<file path="src/design/mqtt_connect_packet_parser_macros.svh">
// assertion macros for the mqtt connect packet parser
// used by the top level only, expects clk and rst_n in scope
`ifndef MQTT_CONNECT_PACKET_PARSER_MACROS_SVH
`define MQTT_CONNECT_PACKET_PARSER_MACROS_SVH

// antecedent implies consequent in the same cycle
`define MCP_ASSERT_IMPLY(label, ante, cons) \
  label: assert property (@(posedge clk) disable iff (!rst_n) (ante) |-> (cons)) \
    else $error("mcp assertion failed");

// antecedent implies consequent in the next cycle
`define MCP_ASSERT_NEXT(label, ante, cons) \
  label: assert property (@(posedge clk) disable iff (!rst_n) (ante) |=> (cons)) \
    else $error("mcp assertion failed");

`endif

</file>
<file path="src/design/mcp_pkg.sv">
// shared types, codes and phase helpers for the mqtt connect packet parser
// no dependencies
package mcp_pkg;

  typedef struct packed {
    logic [7:0] data_byte;
    logic       last_byte;
  } in_t;

  typedef struct packed {
    logic [7:0]  byte_value;
    logic [3:0]  field_kind;
    logic [1:0]  parse_status;
    logic [15:0] keep_alive_seconds;
    logic        clean_session_flag;
    logic [7:0]  protocol_level_out;
    logic        end_of_packet;
  } out_t;

  // request as classified by the front end
  typedef struct packed {
    in_t  req;
    logic byte_zero;
  } front_item_t;

  localparam int QUEUE_DEPTH = 2;
  localparam int QUEUE_PTR_W = (QUEUE_DEPTH > 1) ? $clog2(QUEUE_DEPTH) : 1;
  localparam int QUEUE_CNT_W = $clog2(QUEUE_DEPTH + 1);

  localparam logic [3:0] KIND_LEN      = 4'd0;
  localparam logic [3:0] KIND_NAME     = 4'd1;
  localparam logic [3:0] KIND_LEVEL    = 4'd2;
  localparam logic [3:0] KIND_FLAGS    = 4'd3;
  localparam logic [3:0] KIND_KEEPALIVE = 4'd4;
  localparam logic [3:0] KIND_CLIENT   = 4'd5;
  localparam logic [3:0] KIND_USER     = 4'd6;
  localparam logic [3:0] KIND_PASS     = 4'd7;
  localparam logic [3:0] KIND_IGNORED  = 4'd8;

  localparam logic [1:0] ST_BUSY      = 2'd0;
  localparam logic [1:0] ST_OK        = 2'd1;
  localparam logic [1:0] ST_MALFORMED = 2'd2;

  localparam logic [7:0] FLAG_CLEAN = 8'h02;
  localparam logic [7:0] FLAG_USER  = 8'h80;
  localparam logic [7:0] FLAG_PASS  = 8'h40;

  typedef enum logic [12:0] {
    PH_NAME_LEN = 13'b0000000000001,
    PH_NAME     = 13'b0000000000010,
    PH_LEVEL    = 13'b0000000000100,
    PH_FLAGS    = 13'b0000000001000,
    PH_KA_HI    = 13'b0000000010000,
    PH_KA_LO    = 13'b0000000100000,
    PH_CID_LEN  = 13'b0000001000000,
    PH_CID      = 13'b0000010000000,
    PH_USER_LEN = 13'b0000100000000,
    PH_USER     = 13'b0001000000000,
    PH_PASS_LEN = 13'b0010000000000,
    PH_PASS     = 13'b0100000000000,
    PH_DONE     = 13'b1000000000000
  } phase_t;

  // string phase that follows a length phase
  function automatic phase_t string_phase(input phase_t ph);
    phase_t res;
    res = PH_DONE;
    unique case (ph)
      PH_NAME_LEN: res = PH_NAME;
      PH_CID_LEN:  res = PH_CID;
      PH_USER_LEN: res = PH_USER;
      PH_PASS_LEN: res = PH_PASS;
      default:     res = PH_DONE;
    endcase
    return res;
  endfunction

  // phase after the end of a string, gated by the connect flags
  function automatic phase_t after_string(input phase_t ph, input logic [7:0] flags);
    phase_t res;
    res = PH_DONE;
    priority if (ph == PH_NAME) begin
      res = PH_LEVEL;
    end else if (ph == PH_CID) begin
      if ((flags & FLAG_USER) != 8'h00) begin
        res = PH_USER_LEN;
      end else if ((flags & FLAG_PASS) != 8'h00) begin
        res = PH_PASS_LEN;
      end else begin
        res = PH_DONE;
      end
    end else if (ph == PH_USER) begin
      res = ((flags & FLAG_PASS) != 8'h00) ? PH_PASS_LEN : PH_DONE;
    end else begin
      res = PH_DONE;
    end
    return res;
  endfunction

endpackage

</file>
<file path="src/design/mcp_front.sv">
// front end: accepts input requests and predecodes the data byte
// depends on mcp_pkg
module mcp_front import mcp_pkg::*; (
  input  logic        clk,
  input  logic        rst_n,
  input  logic        in_valid,
  output logic        in_ready,
  input  in_t         in_item,
  output logic        fr_valid,
  input  logic        fr_ready,
  output front_item_t fr_item
);

  logic        valid_r, valid_nxt;
  front_item_t item_r;

  assign in_ready  = !valid_r || fr_ready;
  assign valid_nxt = in_ready ? in_valid : valid_r;

  always_ff @(posedge clk) begin
    if (!rst_n) begin
      valid_r <= 1'b0;
    end else begin
      valid_r <= valid_nxt;
    end
  end

  always_ff @(posedge clk) begin
    if (in_valid && in_ready) begin
      item_r.req       <= in_item;
      item_r.byte_zero <= (in_item.data_byte == 8'h00);
    end
  end

  assign fr_valid = valid_r;
  assign fr_item  = item_r;

endmodule

</file>
<file path="src/design/mcp_queue.sv">
// short request queue between front end and parser back end
// depends on mcp_pkg
module mcp_queue import mcp_pkg::*; (
  input  logic        clk,
  input  logic        rst_n,
  input  logic        wr_valid,
  output logic        wr_ready,
  input  front_item_t wr_item,
  output logic        rd_valid,
  input  logic        rd_ready,
  output front_item_t rd_item
);

  localparam logic [QUEUE_PTR_W-1:0] PTR_LAST = QUEUE_PTR_W'(QUEUE_DEPTH - 1);
  localparam logic [QUEUE_CNT_W-1:0] CNT_FULL = QUEUE_CNT_W'(QUEUE_DEPTH);

  front_item_t                slots_r [QUEUE_DEPTH];
  logic [QUEUE_PTR_W-1:0]     wr_ptr_r, wr_ptr_nxt;
  logic [QUEUE_PTR_W-1:0]     rd_ptr_r, rd_ptr_nxt;
  logic [QUEUE_CNT_W-1:0]     count_r, count_nxt;
  logic                       push, pop;

  assign wr_ready = (count_r != CNT_FULL);
  assign rd_valid = (count_r != '0);
  assign rd_item  = slots_r[rd_ptr_r];
  assign push     = wr_valid && wr_ready;
  assign pop      = rd_valid && rd_ready;

  always_comb begin
    wr_ptr_nxt = wr_ptr_r;
    rd_ptr_nxt = rd_ptr_r;
    count_nxt  = count_r;
    if (push) begin
      wr_ptr_nxt = (wr_ptr_r == PTR_LAST) ? '0 : wr_ptr_r + 1'b1;
    end
    if (pop) begin
      rd_ptr_nxt = (rd_ptr_r == PTR_LAST) ? '0 : rd_ptr_r + 1'b1;
    end
    if (push && !pop) begin
      count_nxt = count_r + 1'b1;
    end else if (pop && !push) begin
      count_nxt = count_r - 1'b1;
    end
  end

  always_ff @(posedge clk) begin
    if (!rst_n) begin
      wr_ptr_r <= '0;
      rd_ptr_r <= '0;
      count_r  <= '0;
    end else begin
      wr_ptr_r <= wr_ptr_nxt;
      rd_ptr_r <= rd_ptr_nxt;
      count_r  <= count_nxt;
    end
  end

  always_ff @(posedge clk) begin
    if (push) begin
      slots_r[wr_ptr_r] <= wr_item;
    end
  end

endmodule

</file>
<file path="src/design/mcp_back.sv">
// back end: connect packet phase tracking, field labeling and result register
// depends on mcp_pkg
module mcp_back import mcp_pkg::*; (
  input  logic        clk,
  input  logic        rst_n,
  input  logic        q_valid,
  output logic        q_ready,
  input  front_item_t q_item,
  output logic        out_valid,
  input  logic        out_ready,
  output out_t        out_item
);

  phase_t      phase_r, phase_nxt;
  logic [15:0] remain_r, remain_nxt;
  logic [7:0]  high_r, high_nxt;
  logic [7:0]  flags_r, flags_nxt;
  logic [15:0] keep_alive_r, keep_alive_nxt;
  logic [7:0]  level_r, level_nxt;
  logic        out_valid_r, out_valid_nxt;
  out_t        out_item_r;
  out_t        result;
  logic [3:0]  kind;
  logic [15:0] remain_dec;
  logic        take;

  assign q_ready       = !out_valid_r || out_ready;
  assign take          = q_valid && q_ready;
  assign out_valid_nxt = q_ready ? q_valid : out_valid_r;
  assign remain_dec    = remain_r - 16'd1;

  always_comb begin
    phase_nxt      = phase_r;
    remain_nxt     = remain_r;
    high_nxt       = high_r;
    flags_nxt      = flags_r;
    keep_alive_nxt = keep_alive_r;
    level_nxt      = level_r;
    kind           = KIND_IGNORED;
    unique case (phase_r)
      PH_NAME_LEN, PH_CID_LEN, PH_USER_LEN, PH_PASS_LEN: begin
        kind = KIND_LEN;
        if (remain_r == 16'd0) begin
          high_nxt   = q_item.req.data_byte;
          remain_nxt = 16'd1;
        end else begin
          remain_nxt = {high_r, q_item.req.data_byte};
          high_nxt   = 8'h00;
          if (high_r == 8'h00 && q_item.byte_zero) begin
            phase_nxt = after_string(string_phase(phase_r), flags_r);
          end else begin
            phase_nxt = string_phase(phase_r);
          end
        end
      end
      PH_NAME, PH_CID, PH_USER, PH_PASS: begin
        unique case (phase_r)
          PH_NAME: kind = KIND_NAME;
          PH_CID:  kind = KIND_CLIENT;
          PH_USER: kind = KIND_USER;
          default: kind = KIND_PASS;
        endcase
        remain_nxt = remain_dec;
        if (remain_dec == 16'd0) begin
          phase_nxt = after_string(phase_r, flags_r);
        end
      end
      PH_LEVEL: begin
        kind      = KIND_LEVEL;
        level_nxt = q_item.req.data_byte;
        phase_nxt = PH_FLAGS;
      end
      PH_FLAGS: begin
        kind      = KIND_FLAGS;
        flags_nxt = q_item.req.data_byte;
        phase_nxt = PH_KA_HI;
      end
      PH_KA_HI: begin
        kind      = KIND_KEEPALIVE;
        high_nxt  = q_item.req.data_byte;
        phase_nxt = PH_KA_LO;
      end
      PH_KA_LO: begin
        kind           = KIND_KEEPALIVE;
        keep_alive_nxt = {high_r, q_item.req.data_byte};
        high_nxt       = 8'h00;
        remain_nxt     = 16'd0;
        phase_nxt      = PH_CID_LEN;
      end
      default: begin
        kind      = KIND_IGNORED;
        phase_nxt = PH_DONE;
      end
    endcase
  end

  always_comb begin
    result.byte_value         = q_item.req.data_byte;
    result.field_kind         = kind;
    result.parse_status       = !q_item.req.last_byte ? ST_BUSY :
                                (phase_nxt == PH_DONE) ? ST_OK : ST_MALFORMED;
    result.keep_alive_seconds = keep_alive_nxt;
    result.clean_session_flag = ((flags_nxt & FLAG_CLEAN) != 8'h00);
    result.protocol_level_out = level_nxt;
    result.end_of_packet      = q_item.req.last_byte;
  end

  always_ff @(posedge clk) begin
    if (!rst_n) begin
      phase_r      <= PH_NAME_LEN;
      remain_r     <= '0;
      high_r       <= '0;
      flags_r      <= '0;
      keep_alive_r <= '0;
      level_r      <= '0;
      out_valid_r  <= 1'b0;
    end else begin
      out_valid_r <= out_valid_nxt;
      if (take) begin
        if (q_item.req.last_byte) begin
          phase_r      <= PH_NAME_LEN;
          remain_r     <= '0;
          high_r       <= '0;
          flags_r      <= '0;
          keep_alive_r <= '0;
          level_r      <= '0;
        end else begin
          phase_r      <= phase_nxt;
          remain_r     <= remain_nxt;
          high_r       <= high_nxt;
          flags_r      <= flags_nxt;
          keep_alive_r <= keep_alive_nxt;
          level_r      <= level_nxt;
        end
      end
    end
  end

  always_ff @(posedge clk) begin
    if (take) begin
      out_item_r <= result;
    end
  end

  assign out_valid = out_valid_r;
  assign out_item  = out_item_r;

endmodule

</file>
<file path="src/design/mqtt_connect_packet_parser.sv">
// top level of the mqtt connect packet parser: front end, queue, back end
// depends on mcp_pkg, mcp_front, mcp_queue, mcp_back and the macros header
//
// Takes the bytes of an MQTT CONNECT packet after the fixed header, one byte
// per request with last_byte on the final one, and returns one result per
// byte labeling its field, with the keep-alive, clean session flag and level
// seen so far; the result for the last byte carries ok or malformed and the
// parser then starts over for the next packet. One byte per cycle is
// sustained in both directions while the result side does not stall. On its way
// from acceptance to its result a byte passes the front end register, an entry
// of the two-entry queue and the parser's result register. With the result side
// stalled, the front end register, the two queue entries and the result
// register hold up to four bytes before the input is held off.
`include "mqtt_connect_packet_parser_macros.svh"

module mqtt_connect_packet_parser import mcp_pkg::*; (
  input  logic clk,
  input  logic rst_n,
  input  logic in_valid,
  output logic in_ready,
  input  in_t  in_item,
  output logic out_valid,
  input  logic out_ready,
  output out_t out_item
);

  logic        fr_valid, fr_ready;
  front_item_t fr_item;
  logic        q_valid, q_ready;
  front_item_t q_item;
  logic        res_mid, res_end, res_stall, status_final;

  mcp_front u_front (
    .clk      (clk),
    .rst_n    (rst_n),
    .in_valid (in_valid),
    .in_ready (in_ready),
    .in_item  (in_item),
    .fr_valid (fr_valid),
    .fr_ready (fr_ready),
    .fr_item  (fr_item)
  );

  mcp_queue u_queue (
    .clk      (clk),
    .rst_n    (rst_n),
    .wr_valid (fr_valid),
    .wr_ready (fr_ready),
    .wr_item  (fr_item),
    .rd_valid (q_valid),
    .rd_ready (q_ready),
    .rd_item  (q_item)
  );

  mcp_back u_back (
    .clk       (clk),
    .rst_n     (rst_n),
    .q_valid   (q_valid),
    .q_ready   (q_ready),
    .q_item    (q_item),
    .out_valid (out_valid),
    .out_ready (out_ready),
    .out_item  (out_item)
  );

  assign res_mid      = out_valid && !out_item.end_of_packet;
  assign res_end      = out_valid && out_item.end_of_packet;
  assign res_stall    = out_valid && !out_ready;
  assign status_final = (out_item.parse_status == ST_OK) ||
                        (out_item.parse_status == ST_MALFORMED);

  // status only on the closing byte of a packet
  `MCP_ASSERT_IMPLY(a_busy_mid_packet, res_mid, out_item.parse_status == ST_BUSY)
  `MCP_ASSERT_IMPLY(a_final_status, res_end, status_final)
  // a stalled result holds still
  `MCP_ASSERT_NEXT(a_hold_while_stalled, res_stall, out_valid && $stable(out_item))

endmodule

</file>
<file path="config.mk">
export PLATFORM = sky130hd
export DESIGN_NAME = mqtt_connect_packet_parser
export DESIGN_NICKNAME = d
export VERILOG_FILES = /design/src/design/mcp_pkg.sv /design/src/design/mcp_front.sv /design/src/design/mcp_queue.sv /design/src/design/mcp_back.sv /design/src/design/mqtt_connect_packet_parser.sv
export VERILOG_INCLUDE_DIRS = /design/src /design/src/design
export SDC_FILE = /design/constraint.sdc
export NUM_CORES = 1
export LEC_CHECK = 0
export BUFFER_PORTS_ARGS = -buffer_cell sky130_fd_sc_hd__clkbuf_2
export CAP_MARGIN = 40
export CORE_AREA = 2 2 117 119
export CTS_BUF_LIST = sky130_fd_sc_hd__clkbuf_2 sky130_fd_sc_hd__clkbuf_4 sky130_fd_sc_hd__clkbuf_8
export DETAILED_ROUTE_END_ITERATION = 7
export DIE_AREA = 0 0 119 121
export PLACE_DENSITY = 0.71
export SLEW_MARGIN = 0
export SYNTH_ARGS = -nofsm -noshare
export SYNTH_HDL_FRONTEND = slang
export SYNTH_SLANG_ARGS = --single-unit
</file>
<file path="constraint.sdc">
create_clock -name clk -period 6.55 [get_ports clk]
set_input_delay 0 -clock clk [delete_from_list [all_inputs] [get_ports clk]]
set_output_delay 0 -clock clk [all_outputs]
set_load 0.03 [all_outputs]
</file>
==> results.py <==
metrics = {
    "grt": {
        "grt_max_degree": 64,
        "antenna_found_initial": 1,
        "grtUsageTotal_pct": 19.8,
        "overflow": 0,
        "grt_pass1_vias": 4524,
        "grt_pass1_wl_um": 22200,
    },
    "synthesis": {
        "synth_enable_flop_cells": 70,
        "synthXorXnorAreaFrac_pct": 3.01,
        "yosys_warnings": 0,
        "netlist_area_um2": 6400,
        "synth_ff_type": "dfxtp_1",
        "async_reset_ff_share_pct": 0,
        "ys_types": 65,
        "synth_top_family_by_area": "simple AND/OR/NAND/NOR gates",
        "synthCells": 592,
        "seq_area_frac_synth_pct": 55.0,
        "synth_fp_nets": 608,
        "synth.mux.area_fraction_pct": 2.97,
        "synth_adder_area_share_pct": 0.586,
        "synth_compound_area_share_pct": 14.5,
        "ys_seq_elements": 141,
        "avgSynthCellArea_um2": 10.8,
        "synthTopCellsByArea": "edfxtp_1 33%, dfxtp_1 22%, a22oi_1 4.9%",
        "synthSimpleGateAreaFrac_pct": 20.0,
        "yosys.area.top_type_share_pct": 32.8,
        "yosys.area.top_type": "edfxtp_1",
    },
    "layout": {
        "drive_gt1_share_pct": 18.9,
        "multi_input_area_um2": 2640,
        "syn_to_final_growth_pct": 13.9,
        "fillCellCount": 1105,
        "nNetsFinal": 664,
        "fin_area_um2": 7290,
        "register_area_um2": 3520,
    },
    "pwr": {
        "power_density_nw_per_um2": 404,
        "max-vdd-ir-drop_mv": 0.197,
        "leakage_nw": 2.73,
    },
    "sta": {
        "rsz0062_at_grt": "false",
        "period_share_pct": 49.9,
        "hold_violations": 0,
        "finalCriticalPeriod_ns": 3.27,
        "relSlewSlack_pct": 39.6,
        "slew_violations": 0,
        "skew_ns": 0.0173,
        "tns_ns": 0,
        "maxClockFrequency_mhz": 306,
        "finalSetupViolCount": 0,
        "tightestPinTransition_ns": 0.906,
        "hold_slack_ns": 0.124,
    },
    "floorplanning": {
        "dieArea_um2": 14400,
        "chipHeight_um": 121,
        "die_w_um": 119,
        "ioPinCount": 55,
        "core_area_um2": 13100,
        "start_util_pct": 48.9,
        "rows": 42,
    },
    "detailed_routing": {
        "route.detailed.wl_per_inst_um": 16.3,
        "dr.pass1.iters": 5,
        "final_antenna_net_count": 0,
        "dr_total_vias": 4740,
        "first_iter_violations": 443,
        "drc": 0,
        "via_per_inst": 5.66,
        "drt-total-wl_um": 13700,
    },
    "place": {
        "io_buffers": 54,
        "hpwl_um": 9390,
        "postPlaceCellArea_um2": 6770,
        "place_congestion": 0.951,
    },
    "worst_setup_path": {
        "worst_setup_path_start_kind": "flip-flop",
        "crit_type": "flip-flop to flip-flop",
        "crit_fanout": 24,
        "critPathCapture": "u_back.remain_r[13]$_SDFFE_PN0P_",
        "worstSetupStartpoint": "u_back.phase_r[6]$_SDFFE_PN0P_",
        "crit_path_end_kind": "flip-flop",
        "reg2reg_slack_ns": 3.28,
        "timing.rr.end": "u_back.remain_r[13]$_SDFFE_PN0P_",
        "critPathRequiredTime_ns": 6.93,
        "cp.arrival_ns": 3.65,
        "timing.rr.start": "u_back.phase_r[6]$_SDFFE_PN0P_",
        "reg2regPathDepth": 8,
    },
    "clock_network": {
        "clk_latency_ns": 0.45,
        "cts_sinks": 141,
        "cts_tree": "done",
        "htree_levels": 4,
        "cts_buffers": 17,
        "cts_root_buf": "clkbuf_8",
        "cts_buffer_depth": 2,
        "cts_resized": 0,
        "path_clk_slew_ns": 0.09,
    },
    "status": {
        "status": "finished, final reports clean",
    },
    "worst_hold_path": {
        "hp-class": "input port to flip-flop",
    },
    "job": {
        "drv_cap": 0,
    },
}
synthesized netlist by cell type, drive strengths merged, types with 9 or more instances:
cell type and number:
dfxtp 71, edfxtp 70, nand2 48, nor2b 45, a22oi 42, o21ai 39
nor2 33, buf 20, clkbuf 18, nor3 16, inv 15, a21oi 14
and2 13, xor2 12, mux2i 10, xnor2 10, nand3 9, nor4 9
what timing repair did:
item | in CTS | in global routing
hold buffers | 11 | 0
buffers inserted | 0 | 0
endpoints found under the hold margin | 12 | 0
endpoints found under the setup margin | 0 | 0
how the worst min path moves through the flow:
stage / from / to / cells past startpoint
6_report: rst_n / u_back.phase_r[0]$_SDFFE_PN1P_ / 3
5_1_grt: rst_n / u_back.phase_r[0]$_SDFFE_PN1P_ / 3
4_1_cts: rst_n / u_back.phase_r[0]$_SDFFE_PN1P_ / 3
3_5_place_dp: in_item[0] / u_front.fr_item[1]$_DFFE_PP_ / 1
3_3_place_gp: in_item[0] / u_front.fr_item[1]$_DFFE_PP_ / 1
2_1_floorplan: in_item[0] / u_front.fr_item[1]$_DFFE_PP_ / 0
critical path, stage by stage, from the launching register on:
cell       delay, ns
dfxtp_1         0.60
nor4_4          0.11
nand4_1         0.17
o31a_1          0.75
nand2_1         0.15
a2111oi_2       0.47
nand2b_1        0.59
a22oi_1         0.21
nor2b_1         0.15
routing by layer:
layer | up-vias | GRT usage, % | routed length [um]
met4 | 0 | 8.78 | 335
li1 | 2283 | - | -
met1 | 2259 | 24.9 | 5920
met5 | - | 0 | 0
met2 | 168 | 32.6 | 6620
met3 | 30 | 4.79 | 793
metrics by stage:
step           util [%]  cells  worst slack, ns  total power [mW]
5_1_grt            55.7    837             3.10              3.10
3_3_place_gp       51.5    789             3.55              2.22
6_report           55.7    838             3.28              2.95
3_5_place_dp       51.8    793             3.38              2.25
4_1_cts            55.7    836             3.37              2.95
2_1_floorplan         -    592             3.84              1.99
state kept, by name (all words and copies together), names as in the netlist, 3 cells and up, named ones only:
name and cells:
u_back.out_item 40, u_queue.slots_r 20, u_back.keep_alive_r 16, u_back.remain_r 16, u_back.phase_r 13, u_front.fr_item 10, u_back.high_r 8, u_back.level_r 8
u_back.flags_r 3
where the power goes:
part / total [mW] / internal [mW] / switching [mW] / leakage [nW]
logic: 1.05 / 0.312 / 0.739 / 1.27
registers: 1.19 / 1.11 / 0.0818 / 1.25
clock network: 0.706 / 0.359 / 0.348 / 0.211
cell usage in the layout (no fill, tap or decap), types with 5 or more instances in the layout:
| cell | n |
|---|---|
| mux2_2 | 8 |
| or4_1 | 6 |
| mux2i_1 | 10 |
| xnor2_1 | 10 |
| o21ai_1 | 14 |
| and3_1 | 7 |
| nand3_1 | 8 |
| buf_4 | 10 |
| nor3_1 | 13 |
| o21ai_0 | 25 |
| edfxtp_1 | 70 |
| dlygate4sd3_1 | 11 |
| nor4_1 | 5 |
| nor2b_1 | 45 |
| a22oi_1 | 42 |
| inv_6 | 6 |
| nor2_1 | 31 |
| o22ai_1 | 7 |
| inv_1 | 13 |
| nand4_1 | 7 |
| dfxtp_1 | 71 |
| xor2_1 | 12 |
| clkbuf_8 | 18 |
| nand2_1 | 48 |
| a21oi_1 | 14 |
| and2_1 | 13 |
| clkbuf_2 | 55 |
area by class of cell:
class	count	share of cell area, %
Clock buffer	19	3.47
Tap cell	176	3.02
Clock inverter	13	2.01
Multi-Input combinational cell	398	36.1
Inverter	15	0.772
Sequential cell	141	48.3
Timing Repair Buffer	75	6.24
Antenna cell	1	0.0343
kinds of logic after synthesis:
kind of cell / count (synthesis)
buffers and inverters: 53
AND/OR/NAND/NOR: 219
AO/OA/AOI/OAI: 136
XOR/XNOR: 22
multiplexers: 18
flip-flops: 141
adder cells (fa/ha/maj): 3
No activity file was read; power rests on OpenSTA's default activity.
